### config.mk
export PLATFORM = sky130hd
export DESIGN_NAME = sha1md_queue
export DESIGN_NICKNAME = d
export VERILOG_FILES = /design/src/hw/rtl/sha1md_pkg.sv /design/src/hw/rtl/sha1md_queue.sv
export SDC_FILE = /design/constraint.sdc
export NUM_CORES = 1
export LEC_CHECK = 0
export BUFFER_PORTS_ARGS = -buffer_cell sky130_fd_sc_hd__buf_4
export CAP_MARGIN = 15
export CORE_ASPECT_RATIO = 1.1
export CORE_MARGIN = 2
export CORE_UTILIZATION = 45
export CTS_BUF_LIST = sky130_fd_sc_hd__clkbuf_4 sky130_fd_sc_hd__clkbuf_8
export CTS_CLUSTER_DIAMETER = 80
export CTS_CLUSTER_SIZE = 14
export DETAILED_ROUTE_END_ITERATION = 10
export GPL_ROUTABILITY_DRIVEN = 0
export GPL_TIMING_DRIVEN = 0
export PLACE_DENSITY = 0.67
export SYNTH_ARGS = -nofsm -noshare
export SYNTH_HDL_FRONTEND = slang
export SYNTH_SLANG_ARGS = --single-unit
### constraint.sdc
create_clock -name clk -period 2.1 [get_ports clk]
set_input_delay 0.105 -clock clk [delete_from_list [all_inputs] [get_ports clk]]
set_output_delay 0.105 -clock clk [all_outputs]
set_load 0.1 [all_outputs]
### src/hw/rtl/sha1md_pkg.sv
// ----------------------------------------------------------------------------
// SHA-1 message digest package
// Shared types, constants and round functions for the SHA-1 digest block.
// ----------------------------------------------------------------------------
package sha1md_pkg;

	localparam int unsigned QueueDepth = 4;
	localparam int unsigned CntWidth   = 61;

	localparam logic [31:0] H0Init = 32'h67452301;
	localparam logic [31:0] H1Init = 32'hEFCDAB89;
	localparam logic [31:0] H2Init = 32'h98BADCFE;
	localparam logic [31:0] H3Init = 32'h10325476;
	localparam logic [31:0] H4Init = 32'hC3D2E1F0;

	localparam logic [31:0] K0 = 32'h5A827999;
	localparam logic [31:0] K1 = 32'h6ED9EBA1;
	localparam logic [31:0] K2 = 32'h8F1BBCDC;
	localparam logic [31:0] K3 = 32'hCA62C1D6;

	localparam logic [7:0] PadMark  = 8'h80;
	localparam logic [5:0] LenStart = 6'd55 + 6'd1;
	localparam logic [5:0] LastIdx  = 6'd63;
	localparam logic [6:0] LastRnd  = 7'd79;

	typedef struct packed {
		logic [7:0] data_byte;
		logic       byte_valid;
		logic       end_of_message;
	} in_item_t;

	typedef struct packed {
		logic [31:0] digest_word0;
		logic [31:0] digest_word1;
		logic [31:0] digest_word2;
		logic [31:0] digest_word3;
		logic [31:0] digest_word4;
		logic        too_long;
	} result_t;

	// One classified message item on its way to the compression engine.
	typedef struct packed {
		logic                has_byte;
		logic                last;
		logic                ovf;
		logic [7:0]          data;
		logic [CntWidth-1:0] byte_cnt;
	} cmd_t;

	function automatic logic [31:0] rotl(input logic [31:0] x, input int unsigned n);
		logic [63:0] d;
		d = {x, x} << n;
		return d[63:32];
	endfunction

	function automatic logic [31:0] round_k(input logic [6:0] rnd);
		logic [31:0] k;
		if (rnd < 7'd20)      k = K0;
		else if (rnd < 7'd40) k = K1;
		else if (rnd < 7'd60) k = K2;
		else                  k = K3;
		return k;
	endfunction

	function automatic logic [31:0] round_f(input logic [6:0] rnd, input logic [31:0] b,
			input logic [31:0] c, input logic [31:0] d);
		logic [31:0] f;
		if (rnd < 7'd20)                      f = (b & c) | (~b & d);
		else if (rnd >= 7'd40 && rnd < 7'd60) f = (b & c) | (b & d) | (c & d);
		else                                  f = b ^ c ^ d;
		return f;
	endfunction

endpackage

### src/hw/rtl/sha1md_queue.sv
// ----------------------------------------------------------------------------
// SHA-1 command queue
// Small FIFO between the front end and the compression engine.
// ----------------------------------------------------------------------------
module sha1md_queue #(
	parameter int unsigned DEPTH = sha1md_pkg::QueueDepth
) (
	input  logic             clk,
	input  logic             arst_n,
	input  logic             push_valid,
	output logic             push_ready,
	input  sha1md_pkg::cmd_t push_cmd,
	output logic             pop_valid,
	input  logic             pop_ready,
	output sha1md_pkg::cmd_t pop_cmd
);

	localparam int unsigned PtrW = (DEPTH > 1) ? $clog2(DEPTH) : 1;
	localparam int unsigned CntW = $clog2(DEPTH + 1);
	localparam logic [PtrW-1:0] PtrLast = PtrW'(DEPTH - 1);
	localparam logic [CntW-1:0] CntFull = CntW'(DEPTH);

	sha1md_pkg::cmd_t mem_q [DEPTH];
	logic [PtrW-1:0]  wr_q, rd_q;
	logic [CntW-1:0]  cnt_q;
	logic             do_push, do_pop;

	assign push_ready = cnt_q != CntFull;
	assign pop_valid  = cnt_q != '0;
	assign pop_cmd    = mem_q[rd_q];
	assign do_push    = push_valid && push_ready;
	assign do_pop     = pop_valid && pop_ready;

	always_ff @(posedge clk) begin
		if (do_push) begin
			mem_q[wr_q] <= push_cmd;
		end
	end

	always_ff @(posedge clk or negedge arst_n) begin
		if (!arst_n) begin
			wr_q  <= '0;
			rd_q  <= '0;
			cnt_q <= '0;
		end else begin
			if (do_push) begin
				wr_q <= (wr_q == PtrLast) ? '0 : wr_q + 1'b1;
			end
			if (do_pop) begin
				rd_q <= (rd_q == PtrLast) ? '0 : rd_q + 1'b1;
			end
			if (do_push && !do_pop) begin
				cnt_q <= cnt_q + 1'b1;
			end else if (do_pop && !do_push) begin
				cnt_q <= cnt_q - 1'b1;
			end
		end
	end

endmodule

==> impl_table.tex, run 1 <==
\begin{tabular}{lr}
\hline
Metric & Value \\
\hline
\multicolumn{2}{l}{\textbf{Floorplanning}} \\
\quad Starting density of the core & 45.7\% \\
\quad Vertical die dimension & approximately 170 um \\
\quad Area of the die & around 0.025 mm2 \\
\quad I/O Pins & 150 \\
\quad Horiz. Die Dim & about 150 um \\
\quad Row Count & approximately 60 \\
\quad Core footprint & approximately 0.024 mm2 \\
\multicolumn{2}{l}{\textbf{Timing}} \\
\quad Part of the cycle the worst path needs & 103\% \\
\quad Setup Skew & between 0.02 and 0.025 ns \\
\quad Final Max Slew Viols & 0 \\
\quad Final setup slack of the worst path & -0.0601 ns \\
\quad RSZ-0062 raised after global routing & true \\
\quad Slew headroom & around 64\% \\
\quad Highest clock rate & around 460 MHz \\
\quad Hold Vio Cnt, Final & 0 \\
\quad Final setup viols & 60 \\
\quad Minimum clock period & between 2 and 2.5 ns \\
\quad Actual transition at the worst max-transition pin & 0.541 ns \\
\multicolumn{2}{l}{\textbf{Drt}} \\
\quad Drt via density & 5.17 \\
\quad Detailed Route WL & around 20 mm \\
\quad Number of search-and-repair iterations in the first detailed-routing pass & 5 \\
\quad DR vias & 5201 \\
\quad Detail-routed net length per standard cell & between 20 and 25 um \\
\quad 1st-iter DRT viols & 279 \\
\quad Antenna viol nets, final & 0 \\
\quad Number of remaining DRC errors & 0 \\
\multicolumn{2}{l}{\textbf{Clock network}} \\
\quad Clk Tree Root Cell & clkbuf\_8 \\
\quad Worst-path clk slew & around 0.090 ns \\
\quad CTS sink cnt & roughly 300 \\
\quad Clock tree from TritonCTS & yes \\
\quad H-tree lvl count & 1 \\
\quad Clock latency on the worst-skew pair & about 0.55 ns \\
\quad Maximum number of buffers from clock root to sink & 3 \\
\quad Inserted Clock Buffers & 25 \\
\multicolumn{2}{l}{\textbf{GRT}} \\
\quad GRT Residual Overflow & 0 \\
\quad Maximum number of pins on one net before global-route repair & 50 \\
\quad Number of antenna violations at the first check in global routing & 0 \\
\quad Wire length of the first global-routing pass & 31.2 mm \\
\quad Global-route usage over all layers & 16.2\% \\
\quad Vias in the first global route & approximately 6000 \\
\multicolumn{2}{l}{\textbf{Worst setup path}} \\
\quad Nature of the critical path startpoint & register \\
\quad Crit path top cell by count & buf\_12 \\
\quad Critical Path Slowest Stage Cell & mux4\_2 \\
\quad Critical Path Max Stage Delay & 0.54 ns \\
\quad Kind of cell with the highest combined delay on the critical path & multiplexers \\
\quad Reg-to-reg slack, setup & 0 ns \\
\quad Arrival time at the worst endpoint & $\sim$2.1 ns \\
\quad Worst path required time & about 2.0 ns \\
\quad Type of element capturing the critical path & primary output \\
\quad CP Class & register to primary output \\
\quad Buffer and inverter count on the worst path & 3 \\
\quad Cell Chain, Critical Path & buf\_12 > buf\_12 > mux4\_2 > buf\_6 \\
\quad Worst Path Max Fanout & 10 \\
\multicolumn{2}{l}{\textbf{Placement}} \\
\quad Buffers on Ports & around 150 \\
\quad DPL Wire Length & 11.9 mm \\
\quad Worst setup timing slack at the placement stage & -0.0575 ns \\
\multicolumn{2}{l}{\textbf{Outcome}} \\
\quad Failing checks & setup timing \\
\quad Run status & finished with violations \\
\multicolumn{2}{l}{\textbf{Finish}} \\
\quad Antenna cells & 0 \\
\quad Synth-to-Final Area Change & 32.6\% \\
\quad Post-layout net count & 766 \\
\quad Utilization after layout & slightly above 60\% \\
\quad Number of filler instances in the final layout & 1657 \\
\quad Share of final-layout standard cells stronger than drive strength 1 & a little under half \\
\multicolumn{2}{l}{\textbf{Synth}} \\
\quad Area share of the largest cell type after synthesis & between 80\% and 90\% \\
\quad Synth top area cells & edfxtp\_1 80\%, mux4\_2 15\%, dfrtp\_1 1.6\% \\
\quad Post-synth design cell area & approximately 0.011 mm2 \\
\quad Unique masters post-synth & 19 \\
\quad Sequential area share after synthesis & about 82\% \\
\quad Average instance area after synthesis & 26.2 um2 \\
\quad Post-synthesis cell type with the largest combined area & edfxtp\_1 \\
\quad Post-Syn Instances & $\sim$400 \\
\quad Yosys reg bits & around 300 \\
\quad Warnings from Yosys & 0 \\
\quad Post-synth net total & 495 \\
\multicolumn{2}{l}{\textbf{Min path}} \\
\quad Hold/Removal Path Class & input port to register \\
\multicolumn{2}{l}{\textbf{Flow run}} \\
\quad Total of max-cap violations & 0 \\
\hline
\end{tabular}
-- per-stage QoR --
stage / cells / hold WS, ns / TNS (ns) / area, um2
floorplan: 412 / -0.191 / -55.38 / 10800
global placement: 866 / -0.0809 / -174.07 / 12300
detailed placement: 870 / -0.0757 / -0.0575 / 12400
CTS: 995 / 0.257 / -6.03 / 14200
global route: 1006 / 0.273 / -7.82 / 14300
finish: 1006 / 0.298 / -1.62 / 14300
-- area by class of cell --
class / instances / area (um2) / area share [%]
sequential: 295 / 8830 / 61.6
inverter: 3 / 11.3 / 0.0786
clock buffer: 44 / 487 / 3.40
clock inverter: 1 / 16.3 / 0.114
buffer: 16 / 224 / 1.56
multi-input combinational: 98 / 1920 / 13.4
tap: 305 / 382 / 2.66
timing repair buffer: 244 / 2460 / 17.2
-- cell families (layout without fill, tap and decap cells) --
logic type | after synthesis | count (layout) | share of synthesized area, %
adder cells (fa/ha/maj) | 7 | 7 | 0.880
multiplexers | 77 | 77 | 15.6
buffers and inverters | 19 | 308 | 0.927
AND/OR/NAND/NOR | 11 | 11 | 0.672
flip-flops | 295 | 295 | 81.7
XOR/XNOR | 3 | 3 | 0.243
-- final timing paths --
check	from	end	cells past startpoint
setup / recovery	rd_q[0]	pop_cmd[3]	4
hold / removal	push_cmd[2]	mem_q[0][2]	2
setup reg to reg	cnt_q[1]	cnt_q[1]	6
hold reg to reg	cnt_q[2]	cnt_q[2]	1
max in group asynchronous	arst_n	cnt_q[0]	3
min in group asynchronous	arst_n	cnt_q[2]	3
-- layer usage --
layer / GRT usage, % / up-vias / part of all wire [%]
met5: 0 / - / 0
met4: 3.46 / 0 / 1.6
met3: 3.40 / 29 / 6.0
met2: 28.9 / 137 / 52
met1: 20.3 / 2728 / 40
li1: - / 2307 / -
-- sequential cells by signal, summed over array words and instances, names as in the netlist --
register,count
rd_q,2
cnt_q,3
mem_q,288
wr_q,2
-- cells in the final DEF (no fill, tap or decap), drive strengths merged --
cell type,netlist,routed
and2,1,1
and3,4,4
buf,16,182
clkbuf,0,46
clkinv,0,1
dfrtp,7,7
dlygate4sd3,0,76
edfxtp,288,288
fa,1,1
ha,6,6
inv,3,3
mux2,5,5
mux4,72,72
nand2,1,1
nor2,3,3
or3,1,1
or3b,1,1
xnor2,1,1
xor2,2,2
-- synthesized netlist by cell type --
cell type,number
inv_1,3
fa_1,1
buf_2,5
xor2_1,2
nand2_1,1
ha_1,6
mux4_2,72
buf_1,5
dfrtp_1,7
or3b_4,1
mux2_4,2
and2_4,1
or3_2,1
and3_2,4
xnor2_1,1
edfxtp_1,288
buf_4,6
nor2_1,3
mux2_2,3
-- timing repair --
| item | CTS | global route |
|---|---|---|
| hold buffers | 76 | 0 |
| endpoints found under the setup margin | 71 | 73 |
| gates resized for setup | 115 | 14 |
| cloned | 0 | 2 |
| hold endpoints to repair | 299 | 0 |
| buffers inserted | 4 | 9 |
| pin swaps | 0 | 7 |
Power of run 1 is not shown: default switching activity piles up to over one toggle a cycle in this logic, so the estimate is an artifact.
==> inputs of run 2 (changes only) <==
--- a/config.mk
+++ b/config.mk
@@ -16,6 +16,7 @@
 export DETAILED_ROUTE_END_ITERATION = 10
 export GPL_ROUTABILITY_DRIVEN = 0
 export GPL_TIMING_DRIVEN = 0
+export MAX_ROUTING_LAYER = met4
 export PLACE_DENSITY = 0.67
 export SYNTH_ARGS = -nofsm -noshare
 export SYNTH_HDL_FRONTEND = slang
==> run 2 against run 1 <==
Wire length is 0.10% higher. The flow still finishes with violations (setup timing). Sequential share of layout area stayed put. Setup slack got worse by 0.0074 ns.
==> impl_table.tex, run 2 (synthesis results as in run 1) <==
\begin{tabular}{lr}
\hline
Metric & Value \\
\hline
\multicolumn{2}{l}{\textbf{Timing}} \\
\quad Hold Vio Cnt, Final & 0 \\
\quad Final setup slack of the worst path & -0.0675 ns \\
\quad Part of the cycle the worst path needs & 103\% \\
\quad Slew headroom & 63.7\% \\
\quad Final Max Slew Viols & 0 \\
\quad Final setup viols & between 60 and 70 \\
\quad Setup Skew & 0.0222 ns \\
\quad Highest clock rate & $\sim$460 MHz \\
\quad Actual transition at the worst max-transition pin & roughly 0.54 ns \\
\quad RSZ-0062 raised after global routing & true \\
\quad WHS & roughly 0.30 ns \\
\quad Minimum clock period & 2.17 ns \\
\multicolumn{2}{l}{\textbf{Clock network}} \\
\quad Clock latency on the worst-skew pair & about 0.55 ns \\
\quad Maximum number of buffers from clock root to sink & 3 \\
\quad Clock tree from TritonCTS & yes \\
\quad Clk Tree Root Cell & clkbuf\_8 \\
\quad Inserted Clock Buffers & 25 \\
\quad Worst-path clk slew & 0.09 ns \\
\quad CTS sink cnt & 295 \\
\quad H-tree lvl count & 1 \\
\multicolumn{2}{l}{\textbf{Finish}} \\
\quad Post-layout net count & 766 \\
\quad Number of flip-flops in the largest register & approximately 290 \\
\quad Antenna cells & 0 \\
\quad Share of final-layout standard cells stronger than drive strength 1 & a little under half \\
\quad Largest registers & mem\_q x288, cnt\_q x3 \\
\quad Largest register by flop count & mem\_q \\
\quad Number of filler instances in the final layout & between 1500 and 2000 \\
\quad Utilization after layout & between 60\% and 70\% \\
\quad Combined flip-flop and latch cell area & slightly below 0.009 mm2 \\
\quad Leading cell type in the layout, fill and taps excluded & edfxtp\_1 \\
\quad Synth-to-Final Area Change & 32.6\% \\
\quad Most frequent cells in the layout & 288 x edfxtp\_1, 95 x buf\_4, 76 x dlygate4sd3\_1, 72 x mux4\_2, 69 x buf\_6 \\
\quad Multi-input logic area & a little under 0.002 mm2 \\
\multicolumn{2}{l}{\textbf{Drt}} \\
\quad Detail-routed net length per standard cell & between 20 and 25 um \\
\quad DR vias & 5174 \\
\quad Detailed Route WL & around 20 mm \\
\quad Drt via density & between 5 and 6 \\
\quad Antenna viol nets, final & 0 \\
\quad Number of remaining DRC errors & 0 \\
\quad 1st-iter DRT viols & approximately 260 \\
\quad Number of search-and-repair iterations in the first detailed-routing pass & 4 \\
\multicolumn{2}{l}{\textbf{Flow run}} \\
\quad Total of max-cap violations & 0 \\
\multicolumn{2}{l}{\textbf{Placement}} \\
\quad Buffers on Ports & around 150 \\
\quad Worst setup timing slack at the placement stage & -0.0575 ns \\
\quad DPL Wire Length & about 12 mm \\
\multicolumn{2}{l}{\textbf{GRT}} \\
\quad Global-route usage over all layers & 16.7\% \\
\quad Wire length of the first global-routing pass & about 31 mm \\
\quad Number of antenna violations at the first check in global routing & 0 \\
\quad Maximum number of pins on one net before global-route repair & 50 \\
\quad GRT Residual Overflow & 0 \\
\quad Vias in the first global route & 5817 \\
\multicolumn{2}{l}{\textbf{Worst setup path}} \\
\quad Arrival time at the worst endpoint & 2.06 ns \\
\quad CP Class & register to primary output \\
\quad Worst setup path startpoint & rd\_q[0] \\
\quad Worst Path Max Fanout & 10 \\
\quad Startpoint of the lowest-slack register-to-register path & cnt\_q[1] \\
\quad Worst path required time & around 2.0 ns \\
\quad Nature of the critical path startpoint & register \\
\quad Type of element capturing the critical path & primary output \\
\multicolumn{2}{l}{\textbf{Floorplanning}} \\
\quad Starting density of the core & 45.7\% \\
\quad I/O Pins & 150 \\
\quad Core footprint & 0.0236 mm2 \\
\quad Horiz. Die Dim & between 150 and 200 um \\
\quad Row Count & 59 \\
\quad Area of the die & 0.0253 mm2 \\
\quad Vertical die dimension & between 150 and 200 um \\
\multicolumn{2}{l}{\textbf{Min path}} \\
\quad Startpoint of the worst hold path & push\_cmd[50] \\
\quad Hold/Removal Path Class & input port to register \\
\multicolumn{2}{l}{\textbf{Outcome}} \\
\quad Run status & finished with violations \\
\quad Failing checks & setup timing \\
\hline
\end{tabular}
==> run 2: cell counts in the layout (fill, tap and decap cells not counted) <==
Identical to the previous run, type by type.
==> run 2: worst paths after layout <==
kind	endpoint	slack, ns	cells after the start
hold / removal	mem_q[2][50]	0.30	2
hold reg to reg	cnt_q[2]	0.54	1
min in group asynchronous	cnt_q[2]	0.53	3
max in group asynchronous	cnt_q[0]	1.29	3
setup reg to reg	cnt_q[1]	0	6
setup / recovery	pop_cmd[3]	-0.07	4
==> run 2: timing repair <==
| item | 4_1_cts | 5_1_grt |
|---|---|---|
| buffers inserted | 4 | 9 |
| resized for setup | 115 | 14 |
| endpoints found under the hold margin | 299 | 0 |
| pin swaps | 0 | 7 |
| endpoints found under the setup margin | 71 | 73 |
| gates cloned | 0 | 2 |
| hold buffers | 76 | 0 |
==> run 2: layer usage <==
metal	share of wire [%]	GRT usage [%]
met1	41	20.5
met2	52	28.8
met3	5.4	3.18
met4	1.7	3.46
met5	0	-
==> run 2: worst max-delay path, stage by stage, from the launching register on <==
cell and delay (ns):
dfrtp_2 0.43, buf_12 0.16, buf_12 0.16, mux4_2 0.54, buf_6 0.21
==> run 2: final cells by class <==
class | count | area share [%]
repair buffers | 244 | 17.2
inverters | 3 | 0.0786
well taps | 305 | 2.66
flip-flops and latches | 295 | 61.6
clock buffers | 44 | 3.40
multi-input cells | 98 | 13.4
clock inverters | 1 | 0.114
plain buffers | 16 | 1.56
==> run 2: metrics by stage <==
step	instances	TNS, ns	cell area [um2]
6_report	1006	-1.75	14300
2_1_floorplan	412	-55.38	10800
4_1_cts	995	-6.03	14200
5_1_grt	1006	-7.82	14300
3_5_place_dp	870	-0.0575	12400
3_3_place_gp	866	-174.07	12300
Power of run 2 is left out for the same reason.
