File: config.mk
export PLATFORM = sky130hd
export DESIGN_NAME = sha1md_back_flat
export DESIGN_NICKNAME = d
export VERILOG_FILES = /design/src/hw/rtl/sha1md_pkg.sv /design/src/hw/rtl/sha1md_stream_if.sv /design/src/hw/rtl/sha1md_back.sv /design/src/flat_wrapper.sv
export SDC_FILE = /design/constraint.sdc
export NUM_CORES = 1
export LEC_CHECK = 0
export ABC_AREA = 1
export BUFFER_PORTS_ARGS = -buffer_cell sky130_fd_sc_hd__clkbuf_2
export CORE_MARGIN = 5
export CORE_UTILIZATION = 40
export DETAILED_ROUTE_END_ITERATION = 6
export PLACE_DENSITY = 0.74
export SYNTH_ARGS = -nofsm -noshare
export SYNTH_HDL_FRONTEND = slang
export SYNTH_SLANG_ARGS = --single-unit
File: constraint.sdc
create_clock -name clk -period 4 [get_ports clk]
set_clock_uncertainty 0.05 [all_clocks]
set_input_delay 0.4 -clock clk [delete_from_list [all_inputs] [get_ports clk]]
set_output_delay 0.4 -clock clk [all_outputs]
set_load 0.01 [all_outputs]
File: src/hw/rtl/sha1md_pkg.sv
// ----------------------------------------------------------------------------
// SHA-1 message digest package
// Shared types, constants and round functions for the SHA-1 digest block.
// ----------------------------------------------------------------------------
package sha1md_pkg;

	localparam int unsigned QueueDepth = 4;
	localparam int unsigned CntWidth   = 61;

	localparam logic [31:0] H0Init = 32'h67452301;
	localparam logic [31:0] H1Init = 32'hEFCDAB89;
	localparam logic [31:0] H2Init = 32'h98BADCFE;
	localparam logic [31:0] H3Init = 32'h10325476;
	localparam logic [31:0] H4Init = 32'hC3D2E1F0;

	localparam logic [31:0] K0 = 32'h5A827999;
	localparam logic [31:0] K1 = 32'h6ED9EBA1;
	localparam logic [31:0] K2 = 32'h8F1BBCDC;
	localparam logic [31:0] K3 = 32'hCA62C1D6;

	localparam logic [7:0] PadMark  = 8'h80;
	localparam logic [5:0] LenStart = 6'd55 + 6'd1;
	localparam logic [5:0] LastIdx  = 6'd63;
	localparam logic [6:0] LastRnd  = 7'd79;

	typedef struct packed {
		logic [7:0] data_byte;
		logic       byte_valid;
		logic       end_of_message;
	} in_item_t;

	typedef struct packed {
		logic [31:0] digest_word0;
		logic [31:0] digest_word1;
		logic [31:0] digest_word2;
		logic [31:0] digest_word3;
		logic [31:0] digest_word4;
		logic        too_long;
	} result_t;

	// One classified message item on its way to the compression engine.
	typedef struct packed {
		logic                has_byte;
		logic                last;
		logic                ovf;
		logic [7:0]          data;
		logic [CntWidth-1:0] byte_cnt;
	} cmd_t;

	function automatic logic [31:0] rotl(input logic [31:0] x, input int unsigned n);
		logic [63:0] d;
		d = {x, x} << n;
		return d[63:32];
	endfunction

	function automatic logic [31:0] round_k(input logic [6:0] rnd);
		logic [31:0] k;
		if (rnd < 7'd20)      k = K0;
		else if (rnd < 7'd40) k = K1;
		else if (rnd < 7'd60) k = K2;
		else                  k = K3;
		return k;
	endfunction

	function automatic logic [31:0] round_f(input logic [6:0] rnd, input logic [31:0] b,
			input logic [31:0] c, input logic [31:0] d);
		logic [31:0] f;
		if (rnd < 7'd20)                      f = (b & c) | (~b & d);
		else if (rnd >= 7'd40 && rnd < 7'd60) f = (b & c) | (b & d) | (c & d);
		else                                  f = b ^ c ^ d;
		return f;
	endfunction

endpackage

File: src/hw/rtl/sha1md_stream_if.sv
// ----------------------------------------------------------------------------
// SHA-1 stream interface
// Valid/ready channel carrying one payload per transfer.
// ----------------------------------------------------------------------------
interface sha1md_stream_if #(
	parameter type payload_t = logic
);
	logic     valid;
	logic     ready;
	payload_t payload;

	modport source (output valid, output payload, input ready);
	modport sink   (input valid, input payload, output ready);
endinterface

File: src/hw/rtl/sha1md_back.sv
// ----------------------------------------------------------------------------
// SHA-1 compression engine
// Fills the block buffer, pads, runs 80 rounds per block, reports digests.
// ----------------------------------------------------------------------------
module sha1md_back (
	input  logic             clk,
	input  logic             arst_n,
	input  logic             pop_valid,
	output logic             pop_ready,
	input  sha1md_pkg::cmd_t pop_cmd,
	sha1md_stream_if.source  result_out
);

	typedef enum logic [2:0] {
		S_IDLE,
		S_PAD,
		S_ROUND,
		S_ADD,
		S_DONE
	} state_t;

	state_t                          state_q;
	logic [31:0]                     h_q [5];
	logic [31:0]                     w_q [16];
	logic [31:0]                     a_q, b_q, c_q, d_q, e_q;
	logic [5:0]                      idx_q;
	logic [6:0]                      rnd_q;
	logic                            ret_pad_q, ret_done_q;
	logic                            pad_first_q, len_q;
	logic [sha1md_pkg::CntWidth-1:0] cnt_q;
	logic                            ovf_q;
	logic                            out_v_q;
	sha1md_pkg::result_t             out_q;

	logic        take;
	logic        wr_en;
	logic [7:0]  wr_byte;
	logic        is_len;
	logic [7:0]  pad_byte;
	logic [63:0] bit_len;
	logic [31:0] t_new, w_new;
	logic        out_free;

	assign pop_ready = state_q == S_IDLE;
	assign take      = pop_valid && pop_ready;
	assign out_free  = !out_v_q || result_out.ready;

	assign bit_len  = {cnt_q, 3'b000};
	assign is_len   = !pad_first_q && (len_q || idx_q == sha1md_pkg::LenStart);

	always_comb begin
		if (pad_first_q) begin
			pad_byte = sha1md_pkg::PadMark;
		end else if (is_len) begin
			pad_byte = bit_len[{~idx_q[2:0], 3'b000} +: 8];
		end else begin
			pad_byte = 8'h00;
		end
	end

	assign wr_en   = (take && pop_cmd.has_byte) || state_q == S_PAD;
	assign wr_byte = (state_q == S_PAD) ? pad_byte : pop_cmd.data;

	assign t_new = sha1md_pkg::rotl(a_q, 5) + sha1md_pkg::round_f(rnd_q, b_q, c_q, d_q)
		+ e_q + w_q[0] + sha1md_pkg::round_k(rnd_q);
	assign w_new = sha1md_pkg::rotl(w_q[13] ^ w_q[8] ^ w_q[2] ^ w_q[0], 1);

	// Datapath registers: block words and working variables.
	always_ff @(posedge clk) begin
		if (state_q == S_ROUND) begin
			for (int i = 0; i < 15; i++) begin
				w_q[i] <= w_q[i+1];
			end
			w_q[15] <= w_new;
			a_q     <= t_new;
			b_q     <= a_q;
			c_q     <= sha1md_pkg::rotl(b_q, 30);
			d_q     <= c_q;
			e_q     <= d_q;
		end else begin
			if (wr_en) begin
				w_q[idx_q[5:2]][{~idx_q[1:0], 3'b000} +: 8] <= wr_byte;
			end
			a_q <= h_q[0];
			b_q <= h_q[1];
			c_q <= h_q[2];
			d_q <= h_q[3];
			e_q <= h_q[4];
		end
	end

	always_ff @(posedge clk) begin
		if (state_q == S_DONE && out_free) begin
			if (ovf_q) begin
				out_q <= '{32'h0, 32'h0, 32'h0, 32'h0, 32'h0, 1'b1};
			end else begin
				out_q <= '{h_q[0], h_q[1], h_q[2], h_q[3], h_q[4], 1'b0};
			end
		end
	end

	always_ff @(posedge clk or negedge arst_n) begin
		if (!arst_n) begin
			state_q     <= S_IDLE;
			h_q         <= '{sha1md_pkg::H0Init, sha1md_pkg::H1Init, sha1md_pkg::H2Init,
				sha1md_pkg::H3Init, sha1md_pkg::H4Init};
			idx_q       <= '0;
			rnd_q       <= '0;
			ret_pad_q   <= 1'b0;
			ret_done_q  <= 1'b0;
			pad_first_q <= 1'b0;
			len_q       <= 1'b0;
			cnt_q       <= '0;
			ovf_q       <= 1'b0;
			out_v_q     <= 1'b0;
		end else begin
			if (state_q == S_DONE && out_free) begin
				out_v_q <= 1'b1;
			end else if (result_out.ready) begin
				out_v_q <= 1'b0;
			end
			unique case (state_q)
				S_IDLE: begin
					if (take) begin
						cnt_q       <= pop_cmd.byte_cnt;
						ovf_q       <= pop_cmd.ovf;
						pad_first_q <= 1'b1;
						len_q       <= 1'b0;
						if (pop_cmd.has_byte) begin
							idx_q <= idx_q + 1'b1;
						end
						if (pop_cmd.has_byte && idx_q == sha1md_pkg::LastIdx) begin
							state_q    <= S_ROUND;
							rnd_q      <= '0;
							ret_pad_q  <= pop_cmd.last;
							ret_done_q <= 1'b0;
						end else if (pop_cmd.last) begin
							state_q <= pop_cmd.ovf ? S_DONE : S_PAD;
						end
					end
				end
				S_PAD: begin
					pad_first_q <= 1'b0;
					idx_q       <= idx_q + 1'b1;
					if (is_len) begin
						len_q <= 1'b1;
					end
					if (idx_q == sha1md_pkg::LastIdx) begin
						state_q    <= S_ROUND;
						rnd_q      <= '0;
						ret_pad_q  <= !is_len;
						ret_done_q <= is_len;
					end
				end
				S_ROUND: begin
					rnd_q <= rnd_q + 1'b1;
					if (rnd_q == sha1md_pkg::LastRnd) begin
						state_q <= S_ADD;
					end
				end
				S_ADD: begin
					h_q[0] <= h_q[0] + a_q;
					h_q[1] <= h_q[1] + b_q;
					h_q[2] <= h_q[2] + c_q;
					h_q[3] <= h_q[3] + d_q;
					h_q[4] <= h_q[4] + e_q;
					if (ret_done_q) begin
						state_q <= S_DONE;
					end else if (ret_pad_q) begin
						state_q <= S_PAD;
					end else begin
						state_q <= S_IDLE;
					end
				end
				S_DONE: begin
					// hold until the output register is free, then start a new message
					if (out_free) begin
						h_q     <= '{sha1md_pkg::H0Init, sha1md_pkg::H1Init,
							sha1md_pkg::H2Init, sha1md_pkg::H3Init, sha1md_pkg::H4Init};
						idx_q   <= '0;
						state_q <= S_IDLE;
					end
				end
				default: state_q <= S_IDLE;
			endcase
		end
	end

	assign result_out.valid   = out_v_q;
	assign result_out.payload = out_q;

endmodule

File: src/flat_wrapper.sv
// flat-port wrapper written by rule: the top's interface ports become plain ports
module sha1md_back_flat 
  (clk, arst_n, pop_valid, pop_ready, pop_cmd, result_out_valid, result_out_payload, result_out_ready);
  sha1md_stream_if result_out_i ();
  input  logic clk;
  input  logic arst_n;
  input  logic pop_valid;
  output logic pop_ready;
  input  sha1md_pkg::cmd_t pop_cmd;
  output wire logic [$bits(result_out_i.valid)-1:0] result_out_valid;
  output wire logic [$bits(result_out_i.payload)-1:0] result_out_payload;
  input wire logic [$bits(result_out_i.ready)-1:0] result_out_ready;
  assign result_out_valid = result_out_i.valid;
  assign result_out_payload = result_out_i.payload;
  assign result_out_i.ready = result_out_ready;
  sha1md_back u_core (.clk(clk), .arst_n(arst_n), .pop_valid(pop_valid), .pop_ready(pop_ready), .pop_cmd(pop_cmd), .result_out(result_out_i));
endmodule
==> results of run 1 <==
## how the worst max path moves through the flow
stage                       from         endpoint  slack [ps]  depth (start not counted)
2_1_floorplan    u_core.idx_q[0]  u_core.rnd_q[0]        2630                          8
3_3_place_gp     u_core.idx_q[0]  u_core.rnd_q[3]        2430                          8
3_5_place_dp     u_core.idx_q[0]  u_core.rnd_q[0]        2390                          8
4_1_cts        u_core.state_q[0]        pop_ready        2150                          4
5_1_grt        u_core.state_q[0]        pop_ready        2080                          4
6_report       u_core.state_q[0]        pop_ready        2170                          4
## per-layer routing
layer | global-route usage | wire, um | up-vias | part of all wire
li1 | - | - | 570 | -
met1 | 0.160 | 1220 | 492 | 0.50
met2 | 0.194 | 1110 | 14 | 0.45
met3 | 0.0263 | 78 | 6 | 0.032
met4 | 0.0720 | 61 | 0 | 0.025
met5 | 0 | 0 | - | 0
## cells in the mapped netlist
cell type and n:
nand2_2 4, buf_6 1, nand3b_4 1, o21ai_2 1, nand3_2 2, a21oi_2 1
xnor2_1 2, dfrtp_1 22, nand4_1 3, a21oi_1 3, o21ai_0 3, inv_1 24
nor2_1 11, nand2_1 51, nand3_1 21, o22ai_2 1, inv_4 2, nor3_4 1
ha_1 3, o21ai_1 1, o21bai_1 3, nor2_2 2, nor2_4 2, nand3b_1 4
edfxtp_1 1, xor2_1 2
## metrics by stage
step	util	setup slack [ps]	power, mW	std cells	hold slack [ps]
after global placement	0.438	2430	0.946	226	363
final	0.446	2170	1.06	230	3.95
after floorplan	-	2630	0.849	172	54.4
after global routing	0.446	2080	1.17	230	49.2
after CTS	0.446	2150	1.07	230	16.6
after detailed placement	0.438	2390	0.965	226	367
## cell type report
cell class | count | area (um2)
clock buffer | 4 | 26.3
fill | 322 | 1840
sequential | 23 | 581
inverter | 26 | 103
multi-input combinational | 122 | 663
timing repair buffer | 9 | 45.0
tap | 46 | 57.6
## registers in the layout, summed over array words and instances, names as in the netlist
signal	flops
u_core.pad_first_q	1
u_core.ret_pad_q	1
u_core.len_q	1
u_core.ovf_q	1
u_core.state_q	3
u_core.rnd_q	7
u_core.result_out.valid	1
u_core.result_out.payload	1
u_core.ret_done_q	1
u_core.idx_q	6
## power groups by stage
stage | combinational [mW] | clock (mW) | sequential, mW
detailed placement | 0.533 | 0 | 0.432
CTS | 0.533 | 0.112 | 0.428
floorplan | 0.441 | 0 | 0.407
global route | 0.611 | 0.122 | 0.442
global placement | 0.520 | 0 | 0.426
finish | 0.529 | 0.106 | 0.430
## cell families after synthesis
family / after synthesis
buffers and inverters: 27
AO/OA/AOI/OAI: 13
adder cells (fa/ha/maj): 3
XOR/XNOR: 4
flip-flops: 23
AND/OR/NAND/NOR: 102
## layout by cell type, fill, tap and decap left out, types with 3 or more instances in the layout
master and n:
nand2_1 51, ha_1 3, clkbuf_2 9, nand2_2 4, clkbuf_4 3, inv_1 24, o21ai_0 3, a21oi_1 3
o21bai_1 3, nor2_1 11, nand4_1 3, nand3_1 21, dfrtp_1 22, nand3b_1 4
## worst max-delay path, delay by kind of cell, from the launching register on
kind / cells / cell delay [ps]
simple gates: 2 / 330
buf+inv: 2 / 250
flops: 1 / 500
==> results.md, run 1 <==
- Synth Area in Adders: 0.0276
- Synthesized Nets: 251
- Via-per-instance ratio: 4.70
- Hold WC Path Type: in -> async
- Pwr per Cell Area: roughly 720 mW/mm2
- 1st-iter DRT viols: 56
- Largest family of logic cells by synthesized area: simple AND/OR/NAND/NOR gates
- Cts hold-fix bufs: 0
- Top cell type's share of synthesized area: 0.406
- Clk slew on worst S/H paths: around 120 ps
- Crit path largest cell delay: 500 ps
- CP Data Arrival Time: 1380 ps
- Via Count: 1082
- Die width: 68.3 um
- Final min period: about 1800 ps
- Root Buffer: clkbuf_4
- Top-level port count: 79
- R2r startpoint: u_core.idx_q[0]
- RSZ-0062 raised after global routing: false
- Total GRT Usage: 0.125
- Largest fanout on the critical path: 7
- Setup tns final: 0 ps
- R2R depth: 8
- Area Overhead vs Synth: 8.66%
- FMAX: 547 MHz
- Die area: 0.00466 mm2
- Sw power: approximately 0.51 mW
- Reg-to-Reg End: u_core.rnd_q[1]
- Die height: 68.3 um
- Req. time, crit path: 3550 ps
- PortBufs: 9
- PostCTS Resize Cnt: 0
- Sink Count: 23
- H-tree levels: 1
- Clock network power share: 0.099
- Share of total power in combinational logic: 0.497
- Xor/xnor share of the synthesized area: 0.0258
- Row count: 21
- Cts bufs inserted: 3
- Drc violations: 0
- R2R setup slack: between 2000 and 2500 ps
- Synth area leaders: dfrtp_1 (41%), nand2_1 (14%), nand3_1 (7.7%), inv_1 (6.6%), nor2_1 (3.0%)
- Starting density of the core: 0.410
- Antenna diode count: 0
- Total gr overflow: 0
- CTS tree: done
- Gpl congestion: 0.804
- First-pass GRT wire length: ~4300 um
- Cell area after layout: between 0.001 and 0.0015 mm2
- Net Sw Frac: 0.475
- Clk buf depth: 2
- Startpoint Class: flop
- ANT nets after route: 0
- Setup bufs post-CTS: 0
- WL/cell: 10.7 um
- Worst slew margin: 0.636
- Area leader, netlist: dfrtp_1
- Core Area: 0.00331 mm2
- DP HPWL: 1860 um
- Max_cap viols: 0
- Crit Path Category: reg -> out
- Crit-path cells: nor2_4, nand2_2, inv_4, clkbuf_2
- YS warnings: 0
- Area after DPL: ~0.0014 mm2
- VDD IR max: ~0.20 mV
- Compound-Gate Fraction of Synth Area: 0.0645
- CP endpoint kind: output port
- Vias in the first global route: 988
- Yosys reg bits: 23
- Initial antenna violation count: 0
- Hold Fails Final Rpt: 0
- Worst-margin pin slew: 546 ps
- Static leakage: 0.801 nW
- Clk Latency, worst-skew pair: 300 ps
- Detailed Route WL: 2470 um
- Crit share post-route: 0.457
- CP max-delay cell: dfrtp_1
- Multiplexer area fraction after synthesis: 0
- Post-layout nets: approximately 260
- Internal Pwr Total: 0.559 mW
- Setup violations, final: 0
- Sequential area share after synthesis: 0.428
- Sequential share of power: 0.404
- Status: complete, no violations
- Layout cells sized above 1: 0.158
- Synth Area in Simple Gates: 0.371
- Mapped cell area: about 0.0014 mm2
- Final-report max-slew violation count: 0
- Syn_area_per_cell: 7.89 um2
- Largest net degree at the start of global routing: 23
- Netlist cell types: 26
- DR pass1 iterations: 4
- Cells after Synth: between 150 and 200
No activity file was read; power rests on OpenSTA's default activity.
==> run 2, diff against run 1 <==
- ABC_AREA: 1 -> 0
- PLACE_DENSITY: 0.74 -> 0.75
- clock period: 4 -> 1.8 ns (I/O delays scaled with it)
==> run 2 against run 1 <==
Compared with the run above: final area increased by 6.2%; critical path type is now reg -> reg; sequential power increased by 85%; critical path depth unchanged; register-to-register slack got worse by 2400 ps; clock power increased by 120%; worst setup slack got worse by 2100 ps; via count increased by 7.7%.
==> results.md, run 2 <==
- Die area: ~0.0045 mm2
- RSZ-0062 raised after global routing: true
- Filler instances: 300
- Largest net degree at the start of global routing: 23
- Layout cells sized above 1: 0.250
- Post-layout nets: 244
- Starting density of the core: 0.425
- Status: complete, no violations
- Total gr overflow: 0
- Final core occ: 0.505
- CP Data Arrival Time: 1960 ps
- R2R setup slack: 20 ps
- Grt peak-use layer: met2
- Netlist cell types: 41
- Clk buf depth: 2
- Cell area after layout: 0.00157 mm2
- Via Count: 1165
- Area Overhead vs Synth: 18.8%
- Storage element area: roughly 580 um2
- Mapped cell area: between 0.001 and 0.0015 mm2
- Vias in the first global route: around 1100
- YS warnings: 0
- Top cell type's share of synthesized area: 0.417
- Hold WC Path Type: in -> reg
- Most common cell in the netlist: dfrtp_1
- R2R depth: 4
- GRT met3 Usage: 0.0366
- VDD IR max: between 0.5 and 0.6 mV
- PortBufs: 9
- First-pass GRT wire length: approximately 4900 um
- Cells after Synth: about 140
- Crit Path Category: reg -> reg
- H-tree levels: 1
- Worst-margin pin slew: ~560 ps
- Antenna diode count: 0
- Startpoint Class: flop
- GR Layer Usage met2: 0.242
- Setup violations, final: 0
- Root Buffer: clkbuf_4
- Met1 usage: 0.173
- Finished Layout Cells: 208
- Most flops, register: u_core.rnd_q
- Die width: slightly below 70 um
- Row count: 20
- Number of flops mapped to enable cells by yosys: 1
- Die height: 67.4 um
- Sequential area share after synthesis: 0.440
- Via-per-instance ratio: roughly 5.6
- Setup tns final: 0 ps
- Area leader, netlist: dfrtp_1
- Multi-input logic area: 677 um2
- Reg-to-Reg End: u_core.idx_q[5]
- DP HPWL: 2200 um
- Area after DPL: 0.00150 mm2
- Cts bufs inserted: 3
- Final min period: around 1800 ps
- Req. time, crit path: 1990 ps
- Most frequent cells in the layout: dfrtp_1 (21), nand2_1 (19), buf_4 (17)
- Pwr per Cell Area: roughly 1300 mW/mm2
- WL/cell: around 14 um
- Post-synth top flop: dfrtp_1
- Static leakage: 0.712 nW
- Core Area: 0.00310 mm2
- 1st-iter DRT viols: 109
- Initial antenna violation count: 0
- Cell count after placement: 200
- CTS tree: done
- Max_cap viols: 0
- Post-synthesis async set-or-reset flop share: 0.957
- Drc violations: 0
- Hold Fails Final Rpt: 0
- Yosys reg bits: 23
- Synth area leaders: dfrtp_1 (42%), nand2_1 (5.4%), o31ai_1 (3.4%), a21oi_1 (3.0%), ha_1 (2.8%)
- Clk Latency, worst-skew pair: 300 ps
- CP endpoint kind: flop
- Top Registers: u_core.rnd_q (7), u_core.idx_q (6), u_core.state_q (3)
- Final-report max-slew violation count: 0
- Crit share post-route: 0.986
- Critical Path Sink: u_core.idx_q[5]
- Clk slew on worst S/H paths: ~120 ps
- DR pass1 iterations: 4
- Sink Count: 23
- Detailed Route WL: slightly below 3000 um
- Top-level port count: 79
- ANT nets after route: 0
- Synth top cells by count: dfrtp_1 (22), nand2_1 (19), nor2_1 (9), a21oi_1 (8), nand3_1 (7)
- Synthesized Nets: approximately 220
- Largest fanout on the critical path: 3
- Syn_area_per_cell: approximately 9.5 um2
- Total GRT Usage: 0.139
- R2r startpoint: u_core.idx_q[1]
- Worst slew margin: 0.628
- Commonest non-fill, non-tap cell in the layout: dfrtp_1
- FMAX: around 560 MHz
- Max reg flops: 7
- Gpl congestion: 0.878
- Setup crit start: u_core.idx_q[1]
-- run 2: critical path: stages, from the launching register on --
cell and delay [ps]:
dfrtp_1 390, bufinv_8 190, or4_4 500, or4_1 420, a21oi_1 160
-- run 2: worst min-delay path by stage --
| stage | slack (ps) | startpoint | to | cells after the start |
|---|---|---|---|---|
| global route | 100 | pop_cmd[69] | u_core.ovf_q | 2 |
| CTS | 90 | pop_cmd[69] | u_core.ovf_q | 2 |
| floorplan | -170 | arst_n | u_core.idx_q[0] | 0 |
| detailed placement | 140 | arst_n | u_core.ovf_q | 1 |
| global placement | 140 | arst_n | u_core.ovf_q | 1 |
| finish | 100 | pop_cmd[69] | u_core.ovf_q | 2 |
-- run 2: power breakdown --
| part | internal (mW) | total (mW) | leakage [nW] | switching, mW |
|---|---|---|---|---|
| clock | 0.0864 | 0.234 | 0.0150 | 0.147 |
| sequential | 0.662 | 0.795 | 0.266 | 0.133 |
| combinational | 0.483 | 0.983 | 0.431 | 0.500 |
-- run 2: cell families after synthesis --
kind of cell | synth area share
AND/OR/NAND/NOR | 0.253
flip-flops | 0.440
AO/OA/AOI/OAI | 0.192
adder cells (fa/ha/maj) | 0.0285
buffers and inverters | 0.0550
multiplexers | 0.0313
-- run 2: per-stage QoR --
step                      setup WS (ps)  power (mW)  hold slack [ps]
after detailed placement           12.6        1.72              139
final                              25.0        2.01              103
after CTS                          26.0        1.95             94.3
after global routing              -20.7        2.17              104
after floorplan                    56.9        1.38             -166
after global placement             43.0        1.66              142
-- run 2: layout make-up --
| cell class | instances | share of cell area |
|---|---|---|
| multi-input combinational | 102 | 0.432 |
| sequential | 23 | 0.371 |
| timing repair buffer | 27 | 0.117 |
| tap | 44 | 0.0351 |
| inverter | 8 | 0.0280 |
| clock buffer | 4 | 0.0168 |
-- run 2: layer usage --
layer / share of wire / wire, um
met1: 0.45 / 1340
met2: 0.49 / 1440
met3: 0.054 / 158
met4: 0.0034 / 10
met5: 0 / 0
-- run 2: what timing repair did --
item                                    CTS  global route
buffers inserted                          0             3
hold buffers                              1             0
pin swaps                                 0             4
resized for setup                         1             4
endpoints found under the setup margin    2            11
hold endpoints to repair                 22             0
==> run 3, diff against run 2 <==
- ABC_AREA: 0 -> 1
- PLACE_DENSITY: 0.75 -> 0.74
==> run 3 against run 2 <==
Compared with the run above: non-clock buffer count down 16; sequential power up 20%; global-route usage down 1.4 points; critical path depth unchanged; wire length down 14%; first-iteration DRC count down 18%; total power up 19%; via count down 3.6%; critical path type is now reg -> out; largest cell class unchanged; largest power group unchanged.
==> results.md, run 3 (synthesis gave the netlist of run 1 again) <==
- Final core occ: 0.451
- Static leakage: 0.809 nW
- Worst-margin pin slew: 566 ps
- Antenna diode count: 0
- Req. time, crit path: 1570 ps
- Top-level port count: 79
- RSZ-0062 raised after global routing: false
- Area Overhead vs Synth: 10.0%
- PortBufs: 9
- DR pass1 iterations: 4
- DP HPWL: 1940 um
- Cell count after placement: roughly 230
- Starting density of the core: 0.410
- Largest fanout on the critical path: 7
- Final min period: 1600 ps
- Startpoint Class: flop
- Pwr per Cell Area: 1600 mW/mm2
- Initial antenna violation count: 0
- Drc violations: 0
- Commonest non-fill, non-tap cell in the layout: nand2_1
- Via-per-instance ratio: a little under 5
- Clk Latency, worst-skew pair: around 320 ps
- Row count: 21
- Setup tns final: 0 ps
- CP Data Arrival Time: 1370 ps
- Multi-input logic area: between 600 and 700 um2
- Final Total Pwr: 2.39 mW
- Hold Fails Final Rpt: 0
- H-tree levels: 1
- Finished Layout Cells: roughly 230
- Clk buf depth: 2
- Max reg flops: 7
- Setup violations, final: 0
- Die area: 0.00466 mm2
- Clk slew on worst S/H paths: 130 ps
- FMAX: 625 MHz
- Crit Path Category: reg -> out
- Total gr overflow: 0
- Most frequent cells in the layout: nand2_1 (51), inv_1 (24), nand3_1 (21), dfrtp_1 (21), nor2_1 (11)
- ANT nets after route: 0
- CP endpoint kind: output port
- Most flops, register: u_core.rnd_q
- 1st-iter DRT viols: 89
- Cts bufs inserted: 3
- Status: complete, no violations
- Vias in the first global route: 1016
- Final-report max-slew violation count: 0
- Detailed Route WL: 2540 um
- Core Area: 0.00331 mm2
- Via Count: 1123
- Post-layout nets: around 270
- Crit share post-route: 0.889
- Root Buffer: clkbuf_4
- Worst slew margin: 0.623
- Gpl congestion: between 0.8 and 0.9
- CTS tree: done
- Sink Count: 23
- Filler instances: ~350
- Layout cells sized above 1: 0.167
- Die height: 68.3 um
- Setup bufs post-CTS: 0
- Total GRT Usage: 0.125
- WL/cell: 10.9 um
- VDD IR max: 0.469 mV
- Die width: 68.3 um
- First-pass GRT wire length: 4440 um
- Max_cap viols: 0
- Hold WC Path Type: in -> reg
- Top Registers: u_core.rnd_q (7), u_core.idx_q (6), u_core.state_q (3)
- Storage element area: between 500 and 600 um2
- Largest net degree at the start of global routing: 23
==> run 3: metrics by stage <==
step | hold slack (ps) | setup WS [ps] | instance area [um2]
floorplan | -166 | 432 | 1360
global placement | 145 | 231 | 1460
detailed placement | 154 | 181 | 1460
CTS | 15.5 | 162 | 1490
global route | 24.5 | 34.5 | 1490
finish | 7.03 | 201 | 1490
==> run 3: final timing paths <==
path,slack (ps),cells after the start,to,from
max in group asynchronous,980,2,u_core.idx_q[0],arst_n
min in group asynchronous,320,2,u_core.idx_q[5],arst_n
max,200,4,pop_ready,u_core.state_q[0]
min reg2reg,430,0,u_core.result_out.payload,u_core.ovf_q
min,7,2,u_core.result_out.valid,result_out_ready
max reg2reg,210,8,u_core.rnd_q[0],u_core.idx_q[0]
==> run 3: per-layer routing <==
| metal | wire length [um] | global-route usage | up-vias |
|---|---|---|---|
| li1 | - | - | 570 |
| met1 | 1270 | 0.169 | 521 |
| met2 | 1140 | 0.202 | 27 |
| met3 | 97 | 0.0181 | 5 |
| met4 | 42 | 0.0447 | 0 |
| met5 | 0 | 0 | - |
==> run 3: worst max-delay path, stage by stage, from the launching register on <==
cell	delay, ps
dfrtp_1	490
nor2_4	210
nand2_2	110
inv_4	110
clkbuf_2	140
==> run 3: power breakdown <==
group,internal (mW),switching (mW)
clock,0.0867,0.159
combinational,0.439,0.749
sequential,0.732,0.222
total,1.26,1.13
==> run 3: final cells by class <==
| type | instances | area share |
|---|---|---|
| Timing Repair Buffer | 11 | 0.0419 |
| Inverter | 26 | 0.0687 |
| Clock buffer | 4 | 0.0176 |
| Tap cell | 46 | 0.0385 |
| Multi-Input combinational cell | 122 | 0.444 |
| Sequential cell | 23 | 0.389 |
==> run 3: what timing repair did <==
item / in CTS / in global routing
gates resized for setup: 0 / 1
endpoints found under the hold margin: 22 / 0
setup endpoints to repair: 0 / 5
hold buffers: 1 / 0
